### config.mk
export PLATFORM = sky130hd
export DESIGN_NAME = sgm_queue
export DESIGN_NICKNAME = d
export VERILOG_FILES = /design/src/rtl/sgm_pkg.sv /design/src/rtl/sgm_queue.sv
export SDC_FILE = /design/constraint.sdc
export NUM_CORES = 1
export LEC_CHECK = 0
export ABC_AREA = 1
export BUFFER_PORTS_ARGS = -buffer_cell sky130_fd_sc_hd__buf_2
export CAP_MARGIN = 5
export CORE_MARGIN = 5
export CORE_UTILIZATION = 27
export CTS_CLUSTER_DIAMETER = 100
export DETAILED_ROUTE_END_ITERATION = 7
export PLACE_DENSITY = 0.42
export SYNTH_ARGS = -nofsm -noshare
export SYNTH_HDL_FRONTEND = slang
export SYNTH_SLANG_ARGS = --single-unit
### constraint.sdc
create_clock -name clk -period 2.9 [get_ports clk]
set_clock_uncertainty 0.2 [all_clocks]
set_input_delay 0.145 -clock clk [delete_from_list [all_inputs] [get_ports clk]]
set_output_delay 0.145 -clock clk [all_outputs]
set_load 0.005 [all_outputs]
### src/rtl/sgm_pkg.sv
// sgm_pkg: shared constants, queue entry type and back-end state type
// for the sobel gradient magnitude block; no dependencies
`default_nettype none

package sgm_pkg;

    localparam int MAX_WIDTH    = 2048;
    localparam int MIN_WIDTH    = 3;
    localparam int ADDR_W       = $clog2(MAX_WIDTH);
    localparam int WIDTH_W      = 12;
    localparam int THR_W        = 11;
    localparam int PIX_W        = 8;
    localparam int SUM_W        = PIX_W + 2;
    localparam int GRAD_W       = 11;
    localparam int MAG_W        = 11;
    localparam int COL_W        = 11;
    localparam int SQ_W         = 2 * GRAD_W - 2;
    localparam int ENERGY_W     = SQ_W + 1;
    localparam int RAD_W        = 2 * MAG_W;
    localparam int REM_W        = MAG_W + 2;
    localparam int STEP_W       = $clog2(MAG_W);
    localparam int QUEUE_DEPTH  = 4;
    localparam int QPTR_W       = $clog2(QUEUE_DEPTH);
    localparam int QCNT_W       = $clog2(QUEUE_DEPTH + 1);
    localparam int APB_ADDR_W   = 3;
    localparam int APB_DATA_W   = 32;

    localparam logic [WIDTH_W-1:0] IMAGE_WIDTH_RESET   = WIDTH_W'(640);
    localparam logic [THR_W-1:0]   MAG_THRESHOLD_RESET = '0;

    // register index, taken from paddr[2]
    localparam logic REG_IMAGE_WIDTH   = 1'b0;
    localparam logic REG_MAG_THRESHOLD = 1'b1;

    typedef struct packed {
        logic signed [GRAD_W-1:0] grad_x;
        logic signed [GRAD_W-1:0] grad_y;
        logic [COL_W-1:0]         centre_col;
        logic                     end_of_row;
    } sgm_entry_t;

    typedef enum logic [2:0] {
        BACK_IDLE,
        BACK_SQUARE,
        BACK_SUM,
        BACK_ROOT,
        BACK_DONE
    } back_state_t;

endpackage

`default_nettype wire

### src/rtl/sgm_queue.sv
// sgm_queue: small fifo of gradient entries between front and back end
// uses sgm_pkg for the entry type and depth
`default_nettype none

module sgm_queue
    import sgm_pkg::*;
(
    input  wire logic       clk,
    input  wire logic       rst_n,
    input  wire logic       push,
    input  sgm_entry_t      push_data,
    output logic            full,
    input  wire logic       pop,
    output sgm_entry_t      pop_data,
    output logic            empty
);

    sgm_entry_t entry_mem [QUEUE_DEPTH];

    logic [QPTR_W-1:0] wr_ptr_reg, rd_ptr_reg;
    logic [QCNT_W-1:0] count_reg, count_next;

    assign full     = (count_reg == QCNT_W'(QUEUE_DEPTH));
    assign empty    = (count_reg == '0);
    assign pop_data = entry_mem[rd_ptr_reg];

    always_comb
    begin
        count_next = count_reg;
        if (push && !pop)
            count_next = count_reg + 1'b1;
        else if (pop && !push)
            count_next = count_reg - 1'b1;
    end

    always_ff @(posedge clk or negedge rst_n)
    begin
        if (!rst_n)
        begin
            wr_ptr_reg <= '0;
            rd_ptr_reg <= '0;
            count_reg  <= '0;
        end
        else
        begin
            count_reg <= count_next;
            if (push)
                wr_ptr_reg <= wr_ptr_reg + 1'b1;
            if (pop)
                rd_ptr_reg <= rd_ptr_reg + 1'b1;
        end
    end

    always_ff @(posedge clk)
    begin
        if (push)
            entry_mem[wr_ptr_reg] <= push_data;
    end

    a_no_overflow: assert property (@(posedge clk) disable iff (!rst_n)
        push |-> !full)
        else $error("queue written while full");

    a_no_underflow: assert property (@(posedge clk) disable iff (!rst_n)
        pop |-> !empty)
        else $error("queue read while empty");

    a_count_bound: assert property (@(posedge clk) disable iff (!rst_n)
        count_reg <= QCNT_W'(QUEUE_DEPTH))
        else $error("queue count beyond depth");

endmodule

`default_nettype wire

==> run metrics, run 1 <==
Worst slew margin=42.28%; slowest cell on the critical path=dfrtp_4; Syn Area/Cell=13.00 um^2; CTS H-tree depth=4; RSZ-0062 raised after global routing=no; io pins=74; Post-Synth Adder-Cell Area=1.430%; pre-CTS WS=929.5 ps; Total GRT Usage=10.35%; clock buffer depth=2; cell family with most CP delay=flip-flops; power density cells=954.5 nW/um^2; CTS tree=yes; DP Wirelength=7.350 mm; DRC=0; Synth Area in Simple Gates=7.846%; Critical Path Source Type=flop; cell count after synthesis=444; post-synthesis mux area share=0%; Clock Latency Late Sink=410 ps; DIE WIDTH=156.2 um; CP arrival=1950 ps; Final ANT Viol Nets=0; CP cell instances=buf_4 -> nand2_1 -> o211ai_1 -> nand2_1 -> buf_2; placed insts=775; Max VDD drop=0.0003616 V; Yosys cell types=17; critical path class=flop to primary output; CP peak stage delay=780 ps; Worst-Margin Slew=864.6 ps; DR WL/cell=13.98 um; Clock Tree Root=clkbuf_16; clk slew on worst S/H paths=60 ps; Die H=156.2 um; largest family of logic cells by synthesized area=compound AO/OA/AOI/OAI gates; area delta synth->final=27.11%; vias per inst=4.139; number of global-route vias before repair=3,635; IO buf count=73; Tmin final=2296 ps; Worst Hold Class=primary input to flop; CP Buf/Inv Count=2; Synth Net Count=488; GR Util met1=13.22%; GR met3 Demand/Resource=3.429%; Starting Density=27.46%; first-pass GRT wire length=19.13 mm; post-synthesis compound-gate area fraction=8.929%; clk sinks=143; fin crit share=79.16%; antenna diode count=0; initial antenna violation count=0; status=completed; Finished Layout Cells=844; warnings from Yosys=0; Setup-failing EPs final=0; most common library cell in the layout ignoring fill and taps=edfxtp_1; largest net degree at the start of global routing=56; vias=3,493; grt peak-use layer=met2; CORE AREA=21,020 um^2; most used cell, CP=nand2_1; Seq cells post-synth=143; Max-Cap Viols=0; TritonCTS Buffers=17; gr ovfl total=0; final hold viol count=0; mapped cell area=5773 um^2; layout cells sized above 1=19.68%; Final nets=601; final setup TNS=0 ps; XOR/XNOR Fraction of Synth Area=0.6068%; crit end category=primary output; Die Area=24,410 um^2; Slew Limit Fails=0; utilization after layout=34.91%; first-pass iteration count of the detailed router=4; global-route met2 utilization=16.63%; fmax=435.6 MHz; most frequent cells in the layout=edfxtp_1, nand2_1, inv_1; CP Max Fanout=55; Leakage=2.955 nW; final wirelength=11.80 mm; Placer Congestion=0.6933; post-layout total power=7.005 mW; WP data required=2560 ps; final worst setup slack=604.3 ps; DR iter-0 viols=175; FP Rows=53; register area share after synthesis=73.78%; max reg flops=136; post-CTS setup buffers=0
[timing repair]
action,CTS,global route
gates resized for setup,0,0
endpoints found under the hold margin,148,0
setup endpoints to repair,0,0
hold buffers,38,0
[stage by stage]
stage,cell area (um^2),hold WS [ps]
floorplan,5773,-350.6
global placement,6405,-198.3
detailed placement,6405,-192.2
CTS,7338,257.7
global route,7338,268.6
finish,7338,276.2
[cells by family (layout without fill, tap and decap cells)]
group / count (synthesis) / in the layout
compound gates: 69 / 69
xor+xnor: 4 / 4
fa+ha+maj: 6 / 6
buf+inv: 103 / 228
flops: 143 / 143
simple gates: 119 / 119
[where the power goes]
| group | switching (mW) | internal (mW) | leakage, nW |
|---|---|---|---|
| logic | 1.24 | 0.774 | 1.35 |
| clock network | 0.796 | 1.25 | 0.269 |
| registers | 0.222 | 2.72 | 1.33 |
[layer usage]
layer / share of wire [%] / vias up
li1: - / 1757
met2: 48 / 70
met3: 4.1 / 13
met1: 47 / 1653
met5: 0 / -
met4: 1.3 / 0
[cells in the mapped netlist]
cell type	number	area (um^2)
edfxtp_1	136	4084
nand2_1	115	431.7
inv_1	79	296.5
o211ai_1	68	510.5
buf_2	15	75.07
dfrtp_1	7	175.2
buf_4	6	45.04
ha_1	5	62.56
xor2_1	3	26.28
clkbuf_1	2	7.510
nor3_1	2	10.01
fa_1	1	20.02
inv_2	1	3.750
nand3_1	1	5.000
nand4_1	1	6.260
o21ai_1	1	5.000
xnor2_1	1	8.760
[path summary, 6_finish.rpt]
path / start / to / slack, ps / depth (start not counted)
worst max register to register: wr_ptr_reg[0]$_DFFE_PN0P_ / entry_mem[2][32]$_DFFE_PP_ / 980 / 4
worst max-delay path: rd_ptr_reg[0]$_DFFE_PN0P_ / pop_data[18] / 600 / 5
worst min register to register: count_reg[2]$_DFFE_PN0P_ / count_reg[2]$_DFFE_PN0P_ / 310 / 2
worst min-delay path: push_data[21] / entry_mem[3][21]$_DFFE_PP_ / 280 / 2
min in group asynchronous: rst_n / count_reg[0]$_DFFE_PN0P_ / 510 / 3
max in group asynchronous: rst_n / rd_ptr_reg[0]$_DFFE_PN0P_ / 1670 / 3
[area by class of cell]
| class | count | area [um^2] |
|---|---|---|
| fill | 2040 | 13680 |
| inverter | 80 | 300.3 |
| sequential | 143 | 4264 |
| multi-input combinational | 198 | 1086 |
| clock buffer | 19 | 432.9 |
| clock inverter | 12 | 120.1 |
| timing repair buffer | 117 | 790.8 |
| tap | 275 | 344.1 |
(Power assumes the default switching activity.)
==> run 2: changes to the inputs <==
- PLACE_DENSITY: 0.42 -> 0.44
- clock period: 2.9 -> 2 ns (I/O delays scaled with it)
==> run metrics, run 2 (synthesis results as in run 1) <==
gr ovfl total=0; Placer Congestion=0.7107; vias per inst=4.222; GR Util met1=14.24%; max reg flops=136; RSZ-0062 raised after global routing=yes; worst hold slack=236.6 ps; number of global-route vias before repair=3,556; FP Rows=53; CP peak stage delay=500 ps; largest net degree at the start of global routing=43; Slew Limit Fails=0; Logic pwr share=34.0%; area delta synth->final=30.67%; Clock Latency Late Sink=410 ps; DRC=0; Switching Fraction=32.02%; utilization after layout=35.88%; initial antenna violation count=0; clk sinks=143; grt peak-use layer=met2; power density cells=1408 nW/um^2; IO buf count=73; Die H=156.2 um; Critical Path Source Type=flop; clock share of power=27.3%; net switching power=3.400 mW; Finished Layout Cells=859; Die Area=24,410 um^2; placed insts=784; global-route met2 utilization=16.65%; critical path class=flop to primary output; CORE AREA=21,020 um^2; CTS H-tree depth=4; DP Wirelength=7.647 mm; crit end category=primary output; Total GRT Usage=10.68%; Max VDD drop=0.0007082 V; Max-Cap Viols=0; Worst Hold Class=primary input to flop; Worst slew margin=73.94%; CP arrival=1640 ps; DIE WIDTH=156.2 um; io pins=74; TritonCTS Buffers=17; post-layout total power=10.62 mW; CP cell instances=buf_6 -> buf_12 -> o211ai_1 -> nand2_1 -> buf_2; Reg power frac=38.7%; most frequent cells in the layout=edfxtp_1, nand2_1, inv_1; DR iter-0 viols=203; first-pass iteration count of the detailed router=4; Leakage=3.058 nW; fillers=2,020; Worst-Margin Slew=389.7 ps; slowest cell on the critical path=dfrtp_4; CTS tree=yes; CP Max Fanout=22; GR met3 Demand/Resource=3.014%; fmax=514.7 MHz; Starting Density=27.46%; antenna diode count=0; Tmin final=1943 ps; fin crit share=97.14%; WP data required=1700 ps; vias=3,627; clk slew on worst S/H paths=50 ps; Final nets=616; DR WL/cell=14.78 um; P_int=7.218 mW; Clock Tree Root=clkbuf_16; Final ANT Viol Nets=0; first-pass GRT wire length=19.64 mm; clock buffer depth=2; layout cells sized above 1=21.23%; status=completed; Setup-failing EPs final=0; most common library cell in the layout ignoring fill and taps=edfxtp_1; final hold viol count=0; final wirelength=12.69 mm
## run 2: area by class of cell
class                   instances  area, um^2  share of cell area, %
clock buffers                  22       444.2                  5.888
well taps                     275       344.1                  4.561
multi-input cells             198        1086                  14.40
inverters                      80       300.3                  3.981
clock inverters                 9       93.84                  1.244
flip-flops and latches        143        4264                  56.53
repair buffers                132        1011                  13.40
## run 2: worst paths after layout
| path | start | to | slack [ps] | cells after the start |
|---|---|---|---|---|
| setup / recovery | rd_ptr_reg[0]$_DFFE_PN0P_ | pop_data[11] | 60 | 5 |
| hold / removal | push_data[30] | entry_mem[1][30]$_DFFE_PP_ | 240 | 2 |
| setup reg to reg | wr_ptr_reg[0]$_DFFE_PN0P_ | entry_mem[2][5]$_DFFE_PP_ | 380 | 5 |
| hold reg to reg | count_reg[2]$_DFFE_PN0P_ | count_reg[2]$_DFFE_PN0P_ | 310 | 2 |
| max in group asynchronous | rst_n | rd_ptr_reg[0]$_DFFE_PN0P_ | 830 | 3 |
| min in group asynchronous | rst_n | count_reg[2]$_DFFE_PN0P_ | 460 | 3 |
## run 2: power by group through the flow
stage	logic (mW)	clock network (mW)	registers, mW
6_report	3.61	2.89	4.11
5_1_grt	4.10	3.11	4.17
4_1_cts	3.53	3.00	4.16
3_5_place_dp	3.35	0	4.26
3_3_place_gp	3.33	0	4.24
2_1_floorplan	1.99	0	4.13
## run 2: worst max-delay path, delay by kind of cell (launching register included)
| family | cells | cell delay (ps) |
|---|---|---|
| flip-flops | 1 | 500 |
| buffers and inverters | 3 | 450 |
| AO/OA/AOI/OAI | 1 | 190 |
| AND/OR/NAND/NOR | 1 | 80 |
## run 2: timing repair
item,CTS,global route
endpoints found under the hold margin,149,0
gates cloned,0,1
buffers inserted,3,2
resized for setup,1,7
endpoints found under the setup margin,22,14
pin swaps,1,19
hold buffers,38,0
## run 2: per-layer routing
metal  up-vias  wire, um
li1       1784         -
met2        80      5916
met3        13       750
met4         0       171
met5         -         0
met1      1750      5854
## run 2: per-stage QoR
stage | cell area (um^2) | setup TNS [ps] | setup WS [ps]
3_3_place_gp | 6535 | 0 | 381.7
3_5_place_dp | 6535 | 0 | 358.9
2_1_floorplan | 5773 | 0 | 67.23
6_report | 7543 | 0 | 57.13
4_1_cts | 7477 | 0 | 10.76
5_1_grt | 7543 | -288.1 | -42.88
