**src/rtl/sgm_pkg.sv**
```systemverilog
// sgm_pkg: shared constants, queue entry type and back-end state type
// for the sobel gradient magnitude block; no dependencies
`default_nettype none

package sgm_pkg;

    localparam int MAX_WIDTH    = 2048;
    localparam int MIN_WIDTH    = 3;
    localparam int ADDR_W       = $clog2(MAX_WIDTH);
    localparam int WIDTH_W      = 12;
    localparam int THR_W        = 11;
    localparam int PIX_W        = 8;
    localparam int SUM_W        = PIX_W + 2;
    localparam int GRAD_W       = 11;
    localparam int MAG_W        = 11;
    localparam int COL_W        = 11;
    localparam int SQ_W         = 2 * GRAD_W - 2;
    localparam int ENERGY_W     = SQ_W + 1;
    localparam int RAD_W        = 2 * MAG_W;
    localparam int REM_W        = MAG_W + 2;
    localparam int STEP_W       = $clog2(MAG_W);
    localparam int QUEUE_DEPTH  = 4;
    localparam int QPTR_W       = $clog2(QUEUE_DEPTH);
    localparam int QCNT_W       = $clog2(QUEUE_DEPTH + 1);
    localparam int APB_ADDR_W   = 3;
    localparam int APB_DATA_W   = 32;

    localparam logic [WIDTH_W-1:0] IMAGE_WIDTH_RESET   = WIDTH_W'(640);
    localparam logic [THR_W-1:0]   MAG_THRESHOLD_RESET = '0;

    // register index, taken from paddr[2]
    localparam logic REG_IMAGE_WIDTH   = 1'b0;
    localparam logic REG_MAG_THRESHOLD = 1'b1;

    typedef struct packed {
        logic signed [GRAD_W-1:0] grad_x;
        logic signed [GRAD_W-1:0] grad_y;
        logic [COL_W-1:0]         centre_col;
        logic                     end_of_row;
    } sgm_entry_t;

    typedef enum logic [2:0] {
        BACK_IDLE,
        BACK_SQUARE,
        BACK_SUM,
        BACK_ROOT,
        BACK_DONE
    } back_state_t;

endpackage

`default_nettype wire

```
**src/rtl/sgm_back.sv**
```systemverilog
// sgm_back: squares the gradients, bit-serial integer square root,
// threshold and output register; uses sgm_pkg
`default_nettype none

module sgm_back
    import sgm_pkg::*;
(
    input  wire logic                     clk,
    input  wire logic                     rst_n,
    input  wire logic [THR_W-1:0]         mag_threshold,
    input  wire logic                     q_empty,
    input  sgm_entry_t                    q_entry,
    output logic                          q_pop,
    output logic                          out_valid,
    input  wire logic                     out_ready,
    output logic signed [GRAD_W-1:0]      grad_x,
    output logic signed [GRAD_W-1:0]      grad_y,
    output logic [MAG_W-1:0]              magnitude,
    output logic [COL_W-1:0]              centre_col,
    output logic                          end_of_row
);

    back_state_t state_reg, state_next;

    sgm_entry_t        cur_reg, cur_next;
    logic [SQ_W-1:0]   sqx_reg, sqx_next;
    logic [SQ_W-1:0]   sqy_reg, sqy_next;
    logic [RAD_W-1:0]  rad_reg, rad_next;
    logic [REM_W-1:0]  rem_reg, rem_next;
    logic [MAG_W-1:0]  root_reg, root_next;
    logic [STEP_W-1:0] step_reg, step_next;
    logic              out_valid_reg, out_valid_next;
    logic              load_out;

    logic signed [2*GRAD_W-1:0] prod_x, prod_y;
    logic [ENERGY_W-1:0]        energy;
    logic [REM_W-1:0]           rem_sh, trial;

    assign prod_x = cur_reg.grad_x * cur_reg.grad_x;
    assign prod_y = cur_reg.grad_y * cur_reg.grad_y;
    assign energy = ENERGY_W'(sqx_reg) + ENERGY_W'(sqy_reg);
    assign rem_sh = {rem_reg[REM_W-3:0], rad_reg[RAD_W-1 -: 2]};
    assign trial  = {root_reg, 2'b01};

    always_ff @(posedge clk or negedge rst_n)
    begin
        if (!rst_n)
        begin
            state_reg     <= BACK_IDLE;
            out_valid_reg <= 1'b0;
        end
        else
        begin
            state_reg     <= state_next;
            out_valid_reg <= out_valid_next;
        end
    end

    always_ff @(posedge clk)
    begin
        cur_reg  <= cur_next;
        sqx_reg  <= sqx_next;
        sqy_reg  <= sqy_next;
        rad_reg  <= rad_next;
        rem_reg  <= rem_next;
        root_reg <= root_next;
        step_reg <= step_next;
    end

    always_comb
    begin
        state_next     = state_reg;
        cur_next       = cur_reg;
        sqx_next       = sqx_reg;
        sqy_next       = sqy_reg;
        rad_next       = rad_reg;
        rem_next       = rem_reg;
        root_next      = root_reg;
        step_next      = step_reg;
        q_pop          = 1'b0;
        load_out       = 1'b0;
        out_valid_next = out_valid_reg && !out_ready;
        unique case (state_reg)
            BACK_IDLE:
            begin
                if (!q_empty)
                begin
                    q_pop      = 1'b1;
                    cur_next   = q_entry;
                    state_next = BACK_SQUARE;
                end
            end
            BACK_SQUARE:
            begin
                sqx_next   = prod_x[SQ_W-1:0];
                sqy_next   = prod_y[SQ_W-1:0];
                state_next = BACK_SUM;
            end
            BACK_SUM:
            begin
                rad_next   = RAD_W'(energy);
                rem_next   = '0;
                root_next  = '0;
                step_next  = STEP_W'(MAG_W - 1);
                state_next = BACK_ROOT;
            end
            BACK_ROOT:
            begin
                // one root bit per cycle, two radicand bits shifted in
                rad_next = {rad_reg[RAD_W-3:0], 2'b00};
                if (rem_sh >= trial)
                begin
                    rem_next  = rem_sh - trial;
                    root_next = {root_reg[MAG_W-2:0], 1'b1};
                end
                else
                begin
                    rem_next  = rem_sh;
                    root_next = {root_reg[MAG_W-2:0], 1'b0};
                end
                if (step_reg == '0)
                    state_next = BACK_DONE;
                else
                    step_next = step_reg - 1'b1;
            end
            BACK_DONE:
            begin
                if (!out_valid_reg || out_ready)
                begin
                    load_out       = 1'b1;
                    out_valid_next = 1'b1;
                    state_next     = BACK_IDLE;
                end
            end
            default:
            begin
                state_next = BACK_IDLE;
            end
        endcase
    end

    always_ff @(posedge clk)
    begin
        if (load_out)
        begin
            grad_x     <= cur_reg.grad_x;
            grad_y     <= cur_reg.grad_y;
            magnitude  <= (root_reg < mag_threshold) ? '0 : root_reg;
            centre_col <= cur_reg.centre_col;
            end_of_row <= cur_reg.end_of_row;
        end
    end

    assign out_valid = out_valid_reg;

    a_load_from_done: assert property (@(posedge clk) disable iff (!rst_n)
        $rose(out_valid_reg) |-> $past(state_reg == BACK_DONE))
        else $error("result shown before the root finished");

    a_step_bound: assert property (@(posedge clk) disable iff (!rst_n)
        state_reg == BACK_ROOT |-> step_reg <= STEP_W'(MAG_W - 1))
        else $error("root step counter out of range");

endmodule

`default_nettype wire

```
**config.mk**
```make
export PLATFORM = sky130hd
export DESIGN_NAME = sgm_back
export DESIGN_NICKNAME = d
export VERILOG_FILES = /design/src/rtl/sgm_pkg.sv /design/src/rtl/sgm_back.sv
export SDC_FILE = /design/constraint.sdc
export NUM_CORES = 1
export LEC_CHECK = 0
export CAP_MARGIN = 10
export CORE_MARGIN = 3
export CORE_UTILIZATION = 49
export DETAILED_ROUTE_END_ITERATION = 8
export DONT_BUFFER_PORTS = 1
export HOLD_SLACK_MARGIN = 0.06
export PLACE_DENSITY = 0.64
export SYNTH_ARGS = -nofsm -noshare
export SYNTH_HDL_FRONTEND = slang
export SYNTH_SLANG_ARGS = --single-unit
```
**constraint.sdc**
```tcl
create_clock -name clk -period 4.7 [get_ports clk]
set_input_delay 0.47 -clock clk [delete_from_list [all_inputs] [get_ports clk]]
set_output_delay 0.47 -clock clk [all_outputs]
set_load 0.03 [all_outputs]
```
==> results <==
- The detailed router's first-iteration violation count is 435.
- The max-cap violation count is 0.
- The largest net degree at the start of global routing is 48.
- In the global route stage, overall resource usage came out at 0.196.
- The number of failing hold endpoints at the final stage came to 0.
- Clock skew on the completed layout was measured at 0.0132 ns.
- In this run the number of H-tree levels came out at 4.
- For this run, the register share of the synthesized area comes to 0.338.
- The initial antenna violation count was 0.
- Measured along the x axis, the die boundary spans 181 um.
- The number of different library cells used by synthesis comes to 56.
- The proportion of register bits with asynchronous set or reset after synthesis is 0.0237.
- The synthesized-area fraction occupied by ao, oa, aoi and oai cells came to 0.0691.
- The most used flip-flop cell after synthesis is sky130_fd_sc_hd__edfxtp_1.
- The DRC violation count after routing is 0.
- The row count is 63.
- Clock tree synthesis found a total of 169 sinks.
- The proportion of synthesized area in mux cells is 0.00611.
- The register with the most flip-flops in the layout has 34 of them.
- The fraction of the mapped netlist area in simple logic gates is 0.0991.
- The highest net fanout along the worst path is 3.
- Once detail routing completed, the nets flagged for antenna violations numbered 0.
- Using the TritonRoute via totals, the vias-per-cell ratio works out to 5.06.
- The multi-input combinational cells in the finished layout cover a total of 0.00955 mm2.
- Timing analysis after detailed placement gives a worst setup slack of -0.372 ns.
- The cell at the root of the clock tree is sky130_fd_sc_hd__clkbuf_16.
- At the pin with the least slew margin, the transition time is 0.989 ns.
- Dividing the detail-routed wire length by the instance count gives 15.9 um.
- The worst setup path is launched from a flip-flop.
- The final cycle utilization of the critical path is 1.03.
- Synthesis inferred 169 register bits.
- The count of final max-slew check failures is 0.
- The type of destination of the critical path is a flip-flop.
- The critical path is of the flip-flop to flip-flop type.
- The shortest period the worst path allows is 4.85 ns.
- A synthesized cell averages 11.0 um2.
- During I/O placement, the number of pins put on the boundary was 96.
- For this run, the top clock speed supported by timing is 206 MHz.
- The final setup slack of the worst path is -0.151 ns.
- The wire length after detailed routing is 31,400 um.
- The flow ran to the end, but the final reports show violations.
- Ranked by total cell area, the synthesized netlist is headed by sky130_fd_sc_hd__edfxtp_1 (33%), sky130_fd_sc_hd__fa_1 (25%), sky130_fd_sc_hd__ha_1 (11%), sky130_fd_sc_hd__inv_1 (7.6%), sky130_fd_sc_hd__xnor2_1 (3.6%).
- The clock-pin slew on the worst setup and hold paths is 0.07 ns.
- The cell type of the slowest stage on the worst timing path is sky130_fd_sc_hd__fa_1.
- The tightest min-delay check is of the input pin to flip-flop type.
- The half-perimeter wire length after detailed placement is 23,200 um.
- The data arrival time of the worst path is 5.04 ns.
- The total nets after synthesis is 1,724.
- The filler cells instantiated in the layout total 2,307.
- The post-synthesis xor/xnor area fraction is 0.0463.
- At the end of routability-driven placement, the weighted congestion stood at 0.849.
- The main combinational cell family by area after synthesis is adder cells.
- The floorplan step defined a die boundary enclosing 0.0327 mm2.
- The total number of yosys warnings is 0.
- The fraction of post-synthesis cell area in the top cell type by area is 0.331.
- The checks that failed: setup timing.
- In this run the tightest slew margin relative to its limit is 0.341.
- TritonCTS built the clock tree.
- Compared with the post-synthesis result, the final layout area differs by 24.7%.
- Counting instances in the post-synthesis netlist gives the leading cell types as sky130_fd_sc_hd__inv_1 (301), sky130_fd_sc_hd__fa_1 (188), sky130_fd_sc_hd__edfxtp_1 (165).
- For the worst setup path, the data required time is 4.89 ns.
- In this run the vertical extent of the chip is 181 um.
- TritonCTS created 17 clock buffers.
- For the final routed database, the setup TNS stands at -0.685 ns.
- The post-synthesis adder-cell area fraction is 0.358.
- The synthesized design contains 165 enable-type register cells.
- The via count of the first global-routing pass is 10,600.
- After the last flow step, the layout net total stands at 1,937.
- The synthesized instance count is 1,360.
- The maximum number of buffers from clock root to sink is 2.
- The cell type with the largest total area after synthesis is sky130_fd_sc_hd__edfxtp_1.
- Setup repair after global routing could not meet its margin everywhere.
- The clock latency at the later pin of the worst-skew pair is 0.45 ns.
- The area used by sequential logic in the layout is 0.00505 mm2.
- Setup violations remaining at the end of the flow were counted as 10.
- The number of detailed-route iterations in the first pass is 4.
- The count of input and output buffers is 0.
- The repair_antennas step left the layout with diodes totalling 0.
- Walking the worst path, the cells encountered are buf_6, buf_6, nand2_4, fa_1, inv_2, fa_1, inv_2, fa_1, inv_2, fa_1, inv_1, fa_1, inv_2, ha_4, nor3_4, nor2_4, nor2_4, o311ai_4, a21oi_2, o21ai_2, xnor2_1.
- In this run the cell area of the synthesized design comes to 0.0150 mm2.
- Across all layers, the routed design uses 10,000 vias.
- The dominant cell type by count on the critical path is sky130_fd_sc_hd__fa_1.
- The maximum cell stage delay along the critical path is 0.51 ns.
- Global routing finished with a remaining overflow of 0.
- The dominant cell by count in the synthesized netlist is sky130_fd_sc_hd__inv_1.
- The initial cell density of the core is 0.501.
- The first global-routing pass estimated 51,400 um of wire.
- The share of final-layout standard cells stronger than drive strength 1 is 0.287.
- The total area inside the core boundary comes to 0.0299 mm2.
-- path summary, 6_finish.rpt --
| path | depth (start not counted) | endpoint | slack, ns | start |
|---|---|---|---|---|
| max reg2reg | 21 | sqy_reg[19] | -0.15 | cur_reg[19] |
| max | 21 | sqy_reg[19] | -0.15 | cur_reg[19] |
| max in group asynchronous | 1 | out_valid | 4.22 | rst_n |
| min | 0 | cur_reg[23] | 0.11 | q_entry[23] |
| min reg2reg | 0 | centre_col[2] | 0.42 | cur_reg[3] |
| min in group asynchronous | 1 | state_reg[1] | 0.30 | rst_n |
-- area by class of cell --
type / count / area share
Timing Repair Buffer: 223 / 0.0984
Multi-Input combinational cell: 861 / 0.512
Sequential cell: 169 / 0.271
Clock inverter: 14 / 0.00832
Clock buffer: 18 / 0.0230
Tap cell: 390 / 0.0262
Inverter: 301 / 0.0610
-- routing by layer --
layer | up-vias | wire length, um | part of all wire | GRT usage
li1 | 4780 | - | - | -
met1 | 5034 | 13400 | 0.43 | 0.250
met2 | 143 | 16500 | 0.53 | 0.344
met3 | 43 | 920 | 0.029 | 0.0316
met4 | 0 | 634 | 0.020 | 0.0574
met5 | - | 0 | 0 | 0
-- logic make-up (layout without fill, tap and decap cells) --
kind of cell / count (synthesis) / count (layout)
AOI/OAI and AO/OA: 160 / 160
xor gates and xnor gates: 79 / 79
adders and majority gates: 315 / 315
buffers and inverters: 330 / 556
DFF: 169 / 169
muxes: 9 / 9
and+or+nand+nor: 298 / 298
-- placed cells by master (no fill, tap or decap), types with 17 or more instances in the layout --
cell	instances
sky130_fd_sc_hd__nand2_1	69
sky130_fd_sc_hd__buf_4	180
sky130_fd_sc_hd__buf_6	42
sky130_fd_sc_hd__inv_2	34
sky130_fd_sc_hd__nor2b_1	20
sky130_fd_sc_hd__inv_1	265
sky130_fd_sc_hd__ha_1	101
sky130_fd_sc_hd__xnor2_1	57
sky130_fd_sc_hd__fa_1	171
sky130_fd_sc_hd__and2_1	43
sky130_fd_sc_hd__o21ai_0	22
sky130_fd_sc_hd__a21oi_1	37
sky130_fd_sc_hd__clkbuf_16	17
sky130_fd_sc_hd__nor2_1	65
sky130_fd_sc_hd__ha_4	23
sky130_fd_sc_hd__fa_2	17
sky130_fd_sc_hd__edfxtp_1	165
sky130_fd_sc_hd__a21oi_2	17
sky130_fd_sc_hd__and2_4	19
-- repair_timing --
action	CTS	global route
hold buffers	1	0
endpoints found under the setup margin	18	19
hold endpoints to repair	4	0
gates resized for setup	115	119
pin swaps	97	93
setup buffers	42	21
gates cloned	0	0
-- per-stage QoR --
stage	instance area, um2	std cells	hold WS (ns)	util
after floorplan	15200	1360	0.174	-
after global placement	16700	1887	0.175	0.560
after detailed placement	16700	1887	0.175	0.560
after CTS	18100	1960	0.0904	0.605
after global routing	18600	1976	0.0895	0.624
final	18600	1976	0.113	0.624
-- critical path: cells and delay by family (launching register included) --
kind,cells,cell delay (ns)
adders and majority gates,6,2.73
and+or+nand+nor,4,0.47
buffers and inverters,7,0.45
DFF,1,0.41
AOI/OAI and AO/OA,3,0.40
xor gates and xnor gates,1,0.13
Power is left out: the tool's default activity adds up to more than one toggle a clock period on the data nets, which glitch-free logic cannot reach.
